File: src/rtl/core/wpst_pkg.sv
package wpst_pkg;

    localparam int TIME_W    = 32;
    localparam int DATA_W    = 32;
    localparam int RES_W     = 33;
    localparam int CFG_IDX_W = 3;
    localparam int CFG_DAT_W = 32;

    // Divider geometry: numerator is |dv| << 16, divisor is |dt|.
    localparam int DEN_W     = TIME_W + 1;
    localparam int NUM_W     = DATA_W + 1 + 16;
    localparam int QUO_W     = DATA_W;
    localparam int DIV_STEPS = QUO_W;
    localparam int DIV_CNT_W = $clog2(DIV_STEPS + 1);

    typedef enum logic [CFG_IDX_W-1:0] {
        REG_WINDOW_START  = 3'd0,
        REG_WINDOW_END    = 3'd1,
        REG_KEEP_LAST_TIE = 3'd2,
        REG_REPORT_TIME   = 3'd3,
        REG_USE_SLOPE     = 3'd4
    } cfg_reg_t;

    typedef enum logic [1:0] {
        STATUS_FOUND    = 2'd0,
        STATUS_EMPTY    = 2'd1,
        STATUS_UNUSABLE = 2'd2
    } status_t;

    typedef enum logic [2:0] {
        ST_IDLE,
        ST_EVAL,
        ST_PREP,
        ST_DIV,
        ST_EMIT
    } state_t;

    typedef struct packed {
        logic capture;
        logic set_seen;
        logic consider_val;
        logic load_prev;
        logic latch_ops;
        logic div_start;
        logic consider_quot;
        logic load_out;
        logic clear;
    } ctrl_cmd_t;

    typedef struct packed {
        logic in_window;
        logic use_slope;
        logic seen;
        logic dt_zero;
        logic div_done;
        logic final_flag;
    } dp_status_t;

endpackage

File: src/rtl/core/wpst_div.sv
module wpst_div (
    input  logic                          aclk,
    input  logic                          aresetn,
    input  logic                          start,
    input  logic [wpst_pkg::NUM_W-1:0]    num_mag,
    input  logic [wpst_pkg::DEN_W-1:0]    den_mag,
    input  logic                          neg,
    output logic                          done,
    output logic signed [wpst_pkg::QUO_W-1:0] quotient
);
    import wpst_pkg::*;

    localparam logic [QUO_W-1:0] Q_MAX = {1'b0, {(QUO_W-1){1'b1}}};
    localparam logic [QUO_W-1:0] Q_MIN = {1'b1, {(QUO_W-1){1'b0}}};

    logic                 busy_reg, busy_next;
    logic [DIV_CNT_W-1:0] cnt_reg, cnt_next;
    logic [DEN_W-1:0]     rem_reg, rem_next;
    logic [QUO_W-1:0]     quo_reg, quo_next;
    logic [DEN_W-1:0]     den_reg, den_next;
    logic                 neg_reg, neg_next;
    logic                 sat_reg, sat_next;

    logic [DEN_W:0] rem_shift;
    logic [DEN_W:0] rem_sub;
    logic           ge;

    assign rem_shift = {rem_reg, quo_reg[QUO_W-1]};
    assign rem_sub   = rem_shift - {1'b0, den_reg};
    assign ge        = rem_shift >= {1'b0, den_reg};

    always_comb begin
        busy_next = busy_reg;
        cnt_next  = cnt_reg;
        rem_next  = rem_reg;
        quo_next  = quo_reg;
        den_next  = den_reg;
        neg_next  = neg_reg;
        sat_next  = sat_reg;
        if (start) begin
            busy_next = 1'b1;
            cnt_next  = DIV_CNT_W'(DIV_STEPS);
            // quotient overflows 32 bits when num >= den * 2^32
            sat_next  = {{(DEN_W + QUO_W - NUM_W){1'b0}}, num_mag} >= {den_mag, {QUO_W{1'b0}}};
            rem_next  = {{(DEN_W - (NUM_W - QUO_W)){1'b0}}, num_mag[NUM_W-1:QUO_W]};
            quo_next  = num_mag[QUO_W-1:0];
            den_next  = den_mag;
            neg_next  = neg;
        end else if (busy_reg) begin
            if (cnt_reg == '0) begin
                busy_next = 1'b0;
            end else begin
                cnt_next = cnt_reg - 1'b1;
                rem_next = ge ? rem_sub[DEN_W-1:0] : rem_shift[DEN_W-1:0];
                quo_next = {quo_reg[QUO_W-2:0], ge};
            end
        end
    end

    always_ff @(posedge aclk) begin
        if (!aresetn) begin
            busy_reg <= 1'b0;
            cnt_reg  <= '0;
        end else begin
            busy_reg <= busy_next;
            cnt_reg  <= cnt_next;
        end
    end

    always_ff @(posedge aclk) begin
        rem_reg <= rem_next;
        quo_reg <= quo_next;
        den_reg <= den_next;
        neg_reg <= neg_next;
        sat_reg <= sat_next;
    end

    assign done = busy_reg && (cnt_reg == '0);

    // sign and saturation
    always_comb begin
        if (sat_reg) begin
            quotient = neg_reg ? Q_MIN : Q_MAX;
        end else if (!neg_reg) begin
            quotient = quo_reg[QUO_W-1] ? Q_MAX : quo_reg;
        end else begin
            quotient = (quo_reg > Q_MIN) ? Q_MIN : (~quo_reg + 1'b1);
        end
    end

endmodule

File: src/rtl/core/wpst_dp.sv
module wpst_dp (
    input  logic                             aclk,
    input  logic                             aresetn,
    input  wpst_pkg::ctrl_cmd_t              cmd,
    output wpst_pkg::dp_status_t             status,
    input  logic                             cfg_wr_en,
    input  logic [wpst_pkg::CFG_IDX_W-1:0]   cfg_index,
    input  logic [wpst_pkg::CFG_DAT_W-1:0]   cfg_wr_data,
    input  logic [wpst_pkg::TIME_W-1:0]      s_sample_time,
    input  logic signed [wpst_pkg::DATA_W-1:0] s_sample_value,
    input  logic                             s_final_sample,
    output logic signed [wpst_pkg::RES_W-1:0] m_result_value,
    output logic [1:0]                       m_status
);
    import wpst_pkg::*;

    localparam logic signed [DATA_W-1:0] V_MIN = {1'b1, {(DATA_W-1){1'b0}}};

    // configuration
    logic [TIME_W-1:0] win_start_reg, win_end_reg;
    logic              keep_last_reg, report_time_reg, use_slope_reg;

    // tracking state
    logic signed [DATA_W-1:0] best_value_reg, best_value_next;
    logic [TIME_W-1:0]        best_time_reg, best_time_next;
    logic                     seen_reg, seen_next;
    logic                     found_reg, found_next;
    logic signed [DATA_W-1:0] prev_value_reg, prev_value_next;
    logic [TIME_W-1:0]        prev_time_reg, prev_time_next;

    // captured request
    logic [TIME_W-1:0]        smp_time_reg;
    logic signed [DATA_W-1:0] smp_value_reg;
    logic                     smp_final_reg;

    // divider operands
    logic [NUM_W-1:0] num_mag_reg;
    logic [DEN_W-1:0] den_mag_reg;
    logic             neg_reg;
    logic             dt_zero_reg;

    logic signed [RES_W-1:0] out_value_reg;
    logic [1:0]              out_status_reg;

    logic signed [DEN_W-1:0]  dt, dv;
    logic [DEN_W-1:0]         dt_mag, dv_mag;
    logic                     div_done;
    logic signed [QUO_W-1:0]  div_q;
    logic signed [DATA_W-1:0] cand;
    logic                     take;
    status_t                  st_code;

    always_ff @(posedge aclk) begin
        if (!aresetn) begin
            win_start_reg   <= '0;
            win_end_reg     <= '1;
            keep_last_reg   <= 1'b0;
            report_time_reg <= 1'b0;
            use_slope_reg   <= 1'b0;
        end else if (cfg_wr_en) begin
            case (cfg_index)
                REG_WINDOW_START:  win_start_reg   <= cfg_wr_data[TIME_W-1:0];
                REG_WINDOW_END:    win_end_reg     <= cfg_wr_data[TIME_W-1:0];
                REG_KEEP_LAST_TIE: keep_last_reg   <= cfg_wr_data[0];
                REG_REPORT_TIME:   report_time_reg <= cfg_wr_data[0];
                REG_USE_SLOPE:     use_slope_reg   <= cfg_wr_data[0];
                default: ;
            endcase
        end
    end

    always_ff @(posedge aclk) begin
        if (cmd.capture) begin
            smp_time_reg  <= s_sample_time;
            smp_value_reg <= s_sample_value;
            smp_final_reg <= s_final_sample;
        end
    end

    // operand prep
    assign dt     = $signed({1'b0, smp_time_reg}) - $signed({1'b0, prev_time_reg});
    assign dv     = $signed({smp_value_reg[DATA_W-1], smp_value_reg})
                  - $signed({prev_value_reg[DATA_W-1], prev_value_reg});
    assign dt_mag = dt[DEN_W-1] ? DEN_W'(-dt) : DEN_W'(dt);
    assign dv_mag = dv[DEN_W-1] ? DEN_W'(-dv) : DEN_W'(dv);

    always_ff @(posedge aclk) begin
        if (cmd.latch_ops) begin
            num_mag_reg <= {dv_mag, {(NUM_W-DEN_W){1'b0}}};
            den_mag_reg <= dt_mag;
            neg_reg     <= dv[DEN_W-1] ^ dt[DEN_W-1];
            dt_zero_reg <= (dt == '0);
        end
    end

    wpst_div u_div (
        .aclk     (aclk),
        .aresetn  (aresetn),
        .start    (cmd.div_start),
        .num_mag  (num_mag_reg),
        .den_mag  (den_mag_reg),
        .neg      (neg_reg),
        .done     (div_done),
        .quotient (div_q)
    );

    // peak compare
    assign cand = cmd.consider_quot ? div_q : smp_value_reg;
    assign take = !found_reg || (cand > best_value_reg)
               || (keep_last_reg && (cand == best_value_reg));

    always_comb begin
        best_value_next = best_value_reg;
        best_time_next  = best_time_reg;
        seen_next       = seen_reg;
        found_next      = found_reg;
        prev_value_next = prev_value_reg;
        prev_time_next  = prev_time_reg;
        if (cmd.set_seen) begin
            seen_next = 1'b1;
        end
        if ((cmd.consider_val || cmd.consider_quot) && take) begin
            best_value_next = cand;
            best_time_next  = smp_time_reg;
            found_next      = 1'b1;
        end
        if (cmd.load_prev) begin
            prev_value_next = smp_value_reg;
            prev_time_next  = smp_time_reg;
        end
        if (cmd.clear) begin
            best_value_next = V_MIN;
            best_time_next  = '0;
            seen_next       = 1'b0;
            found_next      = 1'b0;
            prev_value_next = '0;
            prev_time_next  = '0;
        end
    end

    always_ff @(posedge aclk) begin
        if (!aresetn) begin
            best_value_reg <= V_MIN;
            best_time_reg  <= '0;
            seen_reg       <= 1'b0;
            found_reg      <= 1'b0;
            prev_value_reg <= '0;
            prev_time_reg  <= '0;
        end else begin
            best_value_reg <= best_value_next;
            best_time_reg  <= best_time_next;
            seen_reg       <= seen_next;
            found_reg      <= found_next;
            prev_value_reg <= prev_value_next;
            prev_time_reg  <= prev_time_next;
        end
    end

    // result
    always_comb begin
        if (!seen_reg) begin
            st_code = STATUS_EMPTY;
        end else if (!found_reg) begin
            st_code = STATUS_UNUSABLE;
        end else begin
            st_code = STATUS_FOUND;
        end
    end

    always_ff @(posedge aclk) begin
        if (cmd.load_out) begin
            out_status_reg <= st_code;
            if (st_code != STATUS_FOUND) begin
                out_value_reg <= '0;
            end else if (report_time_reg) begin
                out_value_reg <= $signed({1'b0, best_time_reg});
            end else begin
                out_value_reg <= $signed({best_value_reg[DATA_W-1], best_value_reg});
            end
        end
    end

    assign m_result_value = out_value_reg;
    assign m_status       = out_status_reg;

    assign status.in_window  = (smp_time_reg >= win_start_reg) && (smp_time_reg <= win_end_reg);
    assign status.use_slope  = use_slope_reg;
    assign status.seen       = seen_reg;
    assign status.dt_zero    = dt_zero_reg;
    assign status.div_done   = div_done;
    assign status.final_flag = smp_final_reg;

endmodule

File: src/rtl/core/wpst_ctrl.sv
module wpst_ctrl (
    input  logic                 aclk,
    input  logic                 aresetn,
    input  logic                 s_valid,
    output logic                 s_ready,
    output logic                 m_valid,
    input  logic                 m_ready,
    input  wpst_pkg::dp_status_t status,
    output wpst_pkg::ctrl_cmd_t  cmd
);
    import wpst_pkg::*;

    state_t state_reg, state_next;
    logic   m_valid_reg, m_valid_next;
    logic   out_free;

    assign out_free = !m_valid_reg || m_ready;

    always_comb begin
        state_next = state_reg;
        case (state_reg)
            ST_IDLE: begin
                if (s_valid) state_next = ST_EVAL;
            end
            ST_EVAL: begin
                if (status.in_window && status.use_slope && status.seen) begin
                    state_next = ST_PREP;
                end else begin
                    state_next = ST_EMIT;
                end
            end
            ST_PREP: begin
                state_next = status.dt_zero ? ST_EMIT : ST_DIV;
            end
            ST_DIV: begin
                if (status.div_done) state_next = ST_EMIT;
            end
            ST_EMIT: begin
                if (!status.final_flag || out_free) state_next = ST_IDLE;
            end
            default: state_next = ST_IDLE;
        endcase
    end

    always_comb begin
        cmd     = '0;
        s_ready = 1'b0;
        case (state_reg)
            ST_IDLE: begin
                s_ready     = 1'b1;
                cmd.capture = s_valid;
            end
            ST_EVAL: begin
                if (status.in_window) begin
                    cmd.set_seen = 1'b1;
                    if (!status.use_slope) begin
                        cmd.consider_val = 1'b1;
                    end else if (!status.seen) begin
                        cmd.load_prev = 1'b1;
                    end else begin
                        cmd.latch_ops = 1'b1;
                    end
                end
            end
            ST_PREP: begin
                if (status.dt_zero) begin
                    cmd.load_prev = 1'b1;
                end else begin
                    cmd.div_start = 1'b1;
                end
            end
            ST_DIV: begin
                if (status.div_done) begin
                    cmd.consider_quot = 1'b1;
                    cmd.load_prev     = 1'b1;
                end
            end
            ST_EMIT: begin
                if (status.final_flag && out_free) begin
                    cmd.load_out = 1'b1;
                    cmd.clear    = 1'b1;
                end
            end
            default: ;
        endcase
    end

    always_comb begin
        if (cmd.load_out) begin
            m_valid_next = 1'b1;
        end else if (m_ready) begin
            m_valid_next = 1'b0;
        end else begin
            m_valid_next = m_valid_reg;
        end
    end

    always_ff @(posedge aclk) begin
        if (!aresetn) begin
            state_reg   <= ST_IDLE;
            m_valid_reg <= 1'b0;
        end else begin
            state_reg   <= state_next;
            m_valid_reg <= m_valid_next;
        end
    end

    assign m_valid = m_valid_reg;

endmodule

File: src/rtl/core/windowed_peak_or_slope_tracker.sv
// Windowed peak / slope tracker. Each request carries a sample time, a signed Q16.16
// value and a final flag; only samples with window_start <= time <= window_end count.
// With use_slope clear the block tracks the largest value; with it set it tracks the
// largest ((v - v_prev) << 16) / (t - t_prev) between consecutive in-window samples,
// saturated to signed 32 bits, where a pair with equal times only refreshes the
// previous sample. The request flagged final produces one result (peak value, or its
// time when report_time is set) plus a status: 0 found, 1 window empty, 2 no usable
// value; the value is 0 for any nonzero status. State then clears; registers stay.
// One request at a time: value mode and out-of-window samples pass through accept,
// window test and emit; an in-window slope sample after the first also passes
// through operand prep and the radix-2 restoring divider (32 quotient bits), and
// skips the divider when the time step is zero. A final request waits in the emit
// state until the output register is free. Configuration writes go straight to the
// registers and are meant for idle periods only; indexes above 4 are ignored.
module windowed_peak_or_slope_tracker (
    input  logic                               aclk,
    input  logic                               aresetn,
    // sample requests
    input  logic                               s_valid,
    output logic                               s_ready,
    input  logic [wpst_pkg::TIME_W-1:0]        s_sample_time,
    input  logic signed [wpst_pkg::DATA_W-1:0] s_sample_value,
    input  logic                               s_final_sample,
    // results
    output logic                               m_valid,
    input  logic                               m_ready,
    output logic signed [wpst_pkg::RES_W-1:0]  m_result_value,
    output logic [1:0]                         m_status,
    // register writes
    input  logic                               cfg_wr_en,
    input  logic [wpst_pkg::CFG_IDX_W-1:0]     cfg_index,
    input  logic [wpst_pkg::CFG_DAT_W-1:0]     cfg_wr_data
);
    import wpst_pkg::*;

    ctrl_cmd_t  cmd;
    dp_status_t dp_status;

    // sequencing: accept, window test, operand prep, divide, emit
    wpst_ctrl u_ctrl (
        .aclk    (aclk),
        .aresetn (aresetn),
        .s_valid (s_valid),
        .s_ready (s_ready),
        .m_valid (m_valid),
        .m_ready (m_ready),
        .status  (dp_status),
        .cmd     (cmd)
    );

    // registers, tracking state, divider and result register
    wpst_dp u_dp (
        .aclk           (aclk),
        .aresetn        (aresetn),
        .cmd            (cmd),
        .status         (dp_status),
        .cfg_wr_en      (cfg_wr_en),
        .cfg_index      (cfg_index),
        .cfg_wr_data    (cfg_wr_data),
        .s_sample_time  (s_sample_time),
        .s_sample_value (s_sample_value),
        .s_final_sample (s_final_sample),
        .m_result_value (m_result_value),
        .m_status       (m_status)
    );

endmodule

File: config.mk
export PLATFORM = sky130hd
export DESIGN_NAME = windowed_peak_or_slope_tracker
export DESIGN_NICKNAME = d
export VERILOG_FILES = /design/src/rtl/core/wpst_pkg.sv /design/src/rtl/core/wpst_div.sv /design/src/rtl/core/wpst_dp.sv /design/src/rtl/core/wpst_ctrl.sv /design/src/rtl/core/windowed_peak_or_slope_tracker.sv
export SDC_FILE = /design/constraint.sdc
export NUM_CORES = 1
export LEC_CHECK = 0
export ABC_AREA = 0
export BUFFER_PORTS_ARGS = -buffer_cell sky130_fd_sc_hd__buf_2
export CORE_MARGIN = 3
export CORE_UTILIZATION = 57
export DETAILED_ROUTE_END_ITERATION = 6
export PLACE_DENSITY = 0.75
export SETUP_SLACK_MARGIN = 0.2
export SYNTH_ARGS = -nofsm -noshare
export SYNTH_HDL_FRONTEND = slang
export SYNTH_SLANG_ARGS = --single-unit
File: constraint.sdc
create_clock -name aclk -period 9 [get_ports aclk]
set_input_delay 0.45 -clock aclk [delete_from_list [all_inputs] [get_ports aclk]]
set_output_delay 0.45 -clock aclk [all_outputs]
set_load 0.01 [all_outputs]
==> run_results.csv <==
group,metric,value,unit
drt,route.detailed.drc,0,
logic_synthesis,synth_fp_nets,3545,
placement,portBuffers,141,
placement,dp_cells,3889,
drt,route.vias.total,24400,
worst_setup_path,path_cells,"or4_1 > or2_2 > nor4_1 > a21oi_1 > or2_2 > a21oi_1 > o22ai_1 > o21ai_0 > ha_1 > o21a_1 > o21ai_0 > a21oi_1 > o31a_1 > o21a_1 > nor2_1 > o22a_1 > o221a_4 > buf_4 > mux2i_1",
worst_setup_path,critPathKind,"flop to flop",
timing,slew_violations,0,
global_routing,grt_pass1_wl,127000,um
global_routing,grt_max_degree,107,
logic_synthesis,syn-cell-area,28900,um2
logic_synthesis,synth_seq_cells,476,
timing,period_share,69.4,%
worst_setup_path,cpLargestDelayFamily,"compound AO/OA/AOI/OAI gates",
logic_synthesis,yosys_warnings,0,
worst_setup_path,cp.arrival,6770,ps
final_layout,diodes,0,
worst_setup_path,crit_slowest_cell,"buf_4",
clocking,cts_setup_buffers,0,
global_routing,grt_pass1_vias,23400,
timing,clock.fmax,0.160,GHz
drt,dr.pass1.iters,6,
clocking,cts_tree,"yes",
global_routing,grt.total_usage,29.4,%
clocking,clk_path_buf_depth,3,
logic_synthesis,synth-edff-count,252,
clocking,cts_buffers,52,
final_layout,final_layout_size_suffix_gt1_share,9.04,%
global_routing,overflow,0,
drt,dr_wl_met2,35200,um
worst_setup_path,cp-end-kind,"flop",
clocking,clkSinkCount,476,
worst_setup_path,crit_top_cell,"a21oi_1",
worst_setup_path,critical_path_buf_inv_count,1,
floorplanning,core.rowCount,81,
logic_synthesis,synth.top_cell.area_share,26.2,%
timing,setup_viol,0,
timing,slew_headroom,18.0,%
floorplanning,die_x,231,um
floorplanning,num_io_pins,142,
logic_synthesis,synthFlopType,"edfxtp_1",
timing,skew,35.5,ps
timing,worst_pin_slew,1230,ps
power_and_ir_drop,p_per_area,168,nW/um2
clocking,h-tree-depth,2,
drt,wl_met3,6120,um
final_layout,stdcell_count,3993,
power_and_ir_drop,power_leakage,0.0120,uW
drt,top_layer,"met4",
final_layout,fin_nets,3609,
timing,whs,23.6,ps
clocking,clkTransAtPathRegs,70,ps
worst_hold_path,hold_class,"primary input to flop",
worst_setup_path,cp-start-kind,"flop",
clocking,cts_root_buf,"clkbuf_16",
timing,rsz0062_at_grt,"false",
logic_synthesis,ys_seq_area_share,41.7,%
timing,fin_tns_setup,0,ps
floorplanning,die_area,53400,um2
drt,wire_per_inst,19.9,um
logic_synthesis,synthArstFlopShare,0,%
drt,met1_length,35300,um
timing,finalCriticalPeriod,6250,ps
global_routing,antenna_found_initial,0,
worst_setup_path,crit_fanout,44,
floorplanning,dieHeight,231,um
floorplanning,core_area,49600,um2
worst_setup_path,cpPeakStageDelay,660,ps
placement,dp_hpwl,58000,um
drt,wl,79300,um
drt,drt_iter0_drc,2254,
drt,ant_nets,0,
floorplanning,initial_core_util,58.3,%
logic_synthesis,synth_area_leaders,"edfxtp_1 26%, dfxtp_1 16%, ha_1 9.4%, nand2_1 5.4%, a21oi_1 4.2%",
logic_synthesis,synth_cells,3221,
final_layout,syn_to_final_growth,10.2,%
run,max_cap_violations,0,
worst_setup_path,cp.required,9520,ps
clocking,clk_latency,600,ps
logic_synthesis,synth_area_leader_cell,"edfxtp_1",
placement,gp_congestion,0.898,
logic_synthesis,synth.distinct_cells,88,
timing,finalHoldViolations,0,
outcome,status,"complete, no violations",
logic_synthesis,syn_area_per_cell,8.97,um2
drt,vias_per_cell,6.11,
power_and_ir_drop,ir_drop,144,uV
==> final timing paths <==
check	cells after the start	from	slack [ps]	to
min	1	s_sample_value[20]	20	u_dp.smp_value_reg[20]
max	19	u_dp.u_div.quo_reg[13]	2750	u_dp.best_time_reg[1]
max reg2reg	19	u_dp.u_div.quo_reg[13]	2750	u_dp.best_time_reg[1]
min reg2reg	0	u_dp.neg_reg	430	u_dp.u_div.neg_reg
==> timing repair <==
item / in CTS / in global routing
gates resized for setup: 0 / 0
hold endpoints to repair: 6 / 0
hold buffers: 6 / 0
==> cell families after synthesis <==
group / Yosys count / synth area share, %
xor gates and xnor gates: 134 / 4.06
DFF: 476 / 41.7
AOI/OAI and AO/OA: 855 / 18.9
and+or+nand+nor: 1012 / 16.5
muxes: 112 / 3.90
adders and majority gates: 219 / 9.56
buffers and inverters: 413 / 5.44
==> synthesized netlist by cell type, types with 8 or more instances <==
cell / instances
a211oi_1: 34
a21boi_0: 39
a21o_1: 87
a21oi_1: 243
a31oi_1: 27
and2_1: 31
and3_1: 18
buf_1: 9
clkbuf_1: 141
dfxtp_1: 224
edfxtp_1: 252
ha_1: 216
inv_1: 254
mux2i_1: 110
nand2_1: 414
nand2b_1: 21
nand3_1: 110
nand4_1: 38
nand4b_1: 8
nor2_1: 180
nor2b_1: 29
nor3_1: 57
nor3b_1: 10
nor4_1: 21
o2111ai_1: 10
o211a_1: 8
o211ai_1: 47
o21a_1: 31
o21ai_0: 203
o21ai_1: 8
o31a_1: 9
o31ai_1: 18
or2_2: 14
or3_1: 30
xnor2_1: 86
xor2_1: 48
==> power by group <==
part	switching, uW	internal (uW)
clock network	900	1280
registers	77.4	2360
logic	443	290
total	1420	3930
==> area by class of cell <==
cell class / count / area [um2]
clock buffer: 73 / 1490
clock inverter: 25 / 258
fill: 4119 / 17700
inverter: 256 / 961
multi-input combinational: 2332 / 15300
sequential: 476 / 12100
tap: 664 / 831
timing repair buffer: 167 / 916
==> routing by layer <==
metal,GRT usage (%),vias to the layer above
met4,9.90,0
met5,0,-
met1,41.8,11700
met2,46.1,905
li1,-,11700
met3,4.78,157
==> cell usage in the layout (no fill, tap or decap), types with 29 or more instances in the layout <==
cell,instances
a211oi_1,33
xnor2_1,86
a21boi_0,39
a21oi_1,242
xor2_1,48
nand4_1,38
o21ai_0,202
nor2_1,180
nor2b_1,29
ha_1,216
or3_1,29
edfxtp_1,252
o21a_1,31
nand2_1,412
inv_1,254
clkbuf_16,53
nor3_1,56
a21o_1,86
mux2i_1,110
o211ai_1,47
nand3_1,109
dfxtp_1,223
buf_2,141
==> through the flow <==
stage	utilization [%]	power, uW	setup WS [ps]	instance area, um2
4_1_cts	64.3	5370	2850	31800
2_1_floorplan	-	2980	4060	28900
6_report	64.3	5350	2750	31800
3_5_place_dp	60.6	3200	2860	30000
3_3_place_gp	60.6	3180	2950	30000
5_1_grt	64.3	5560	2340	31800
(Power assumes the default switching activity.)
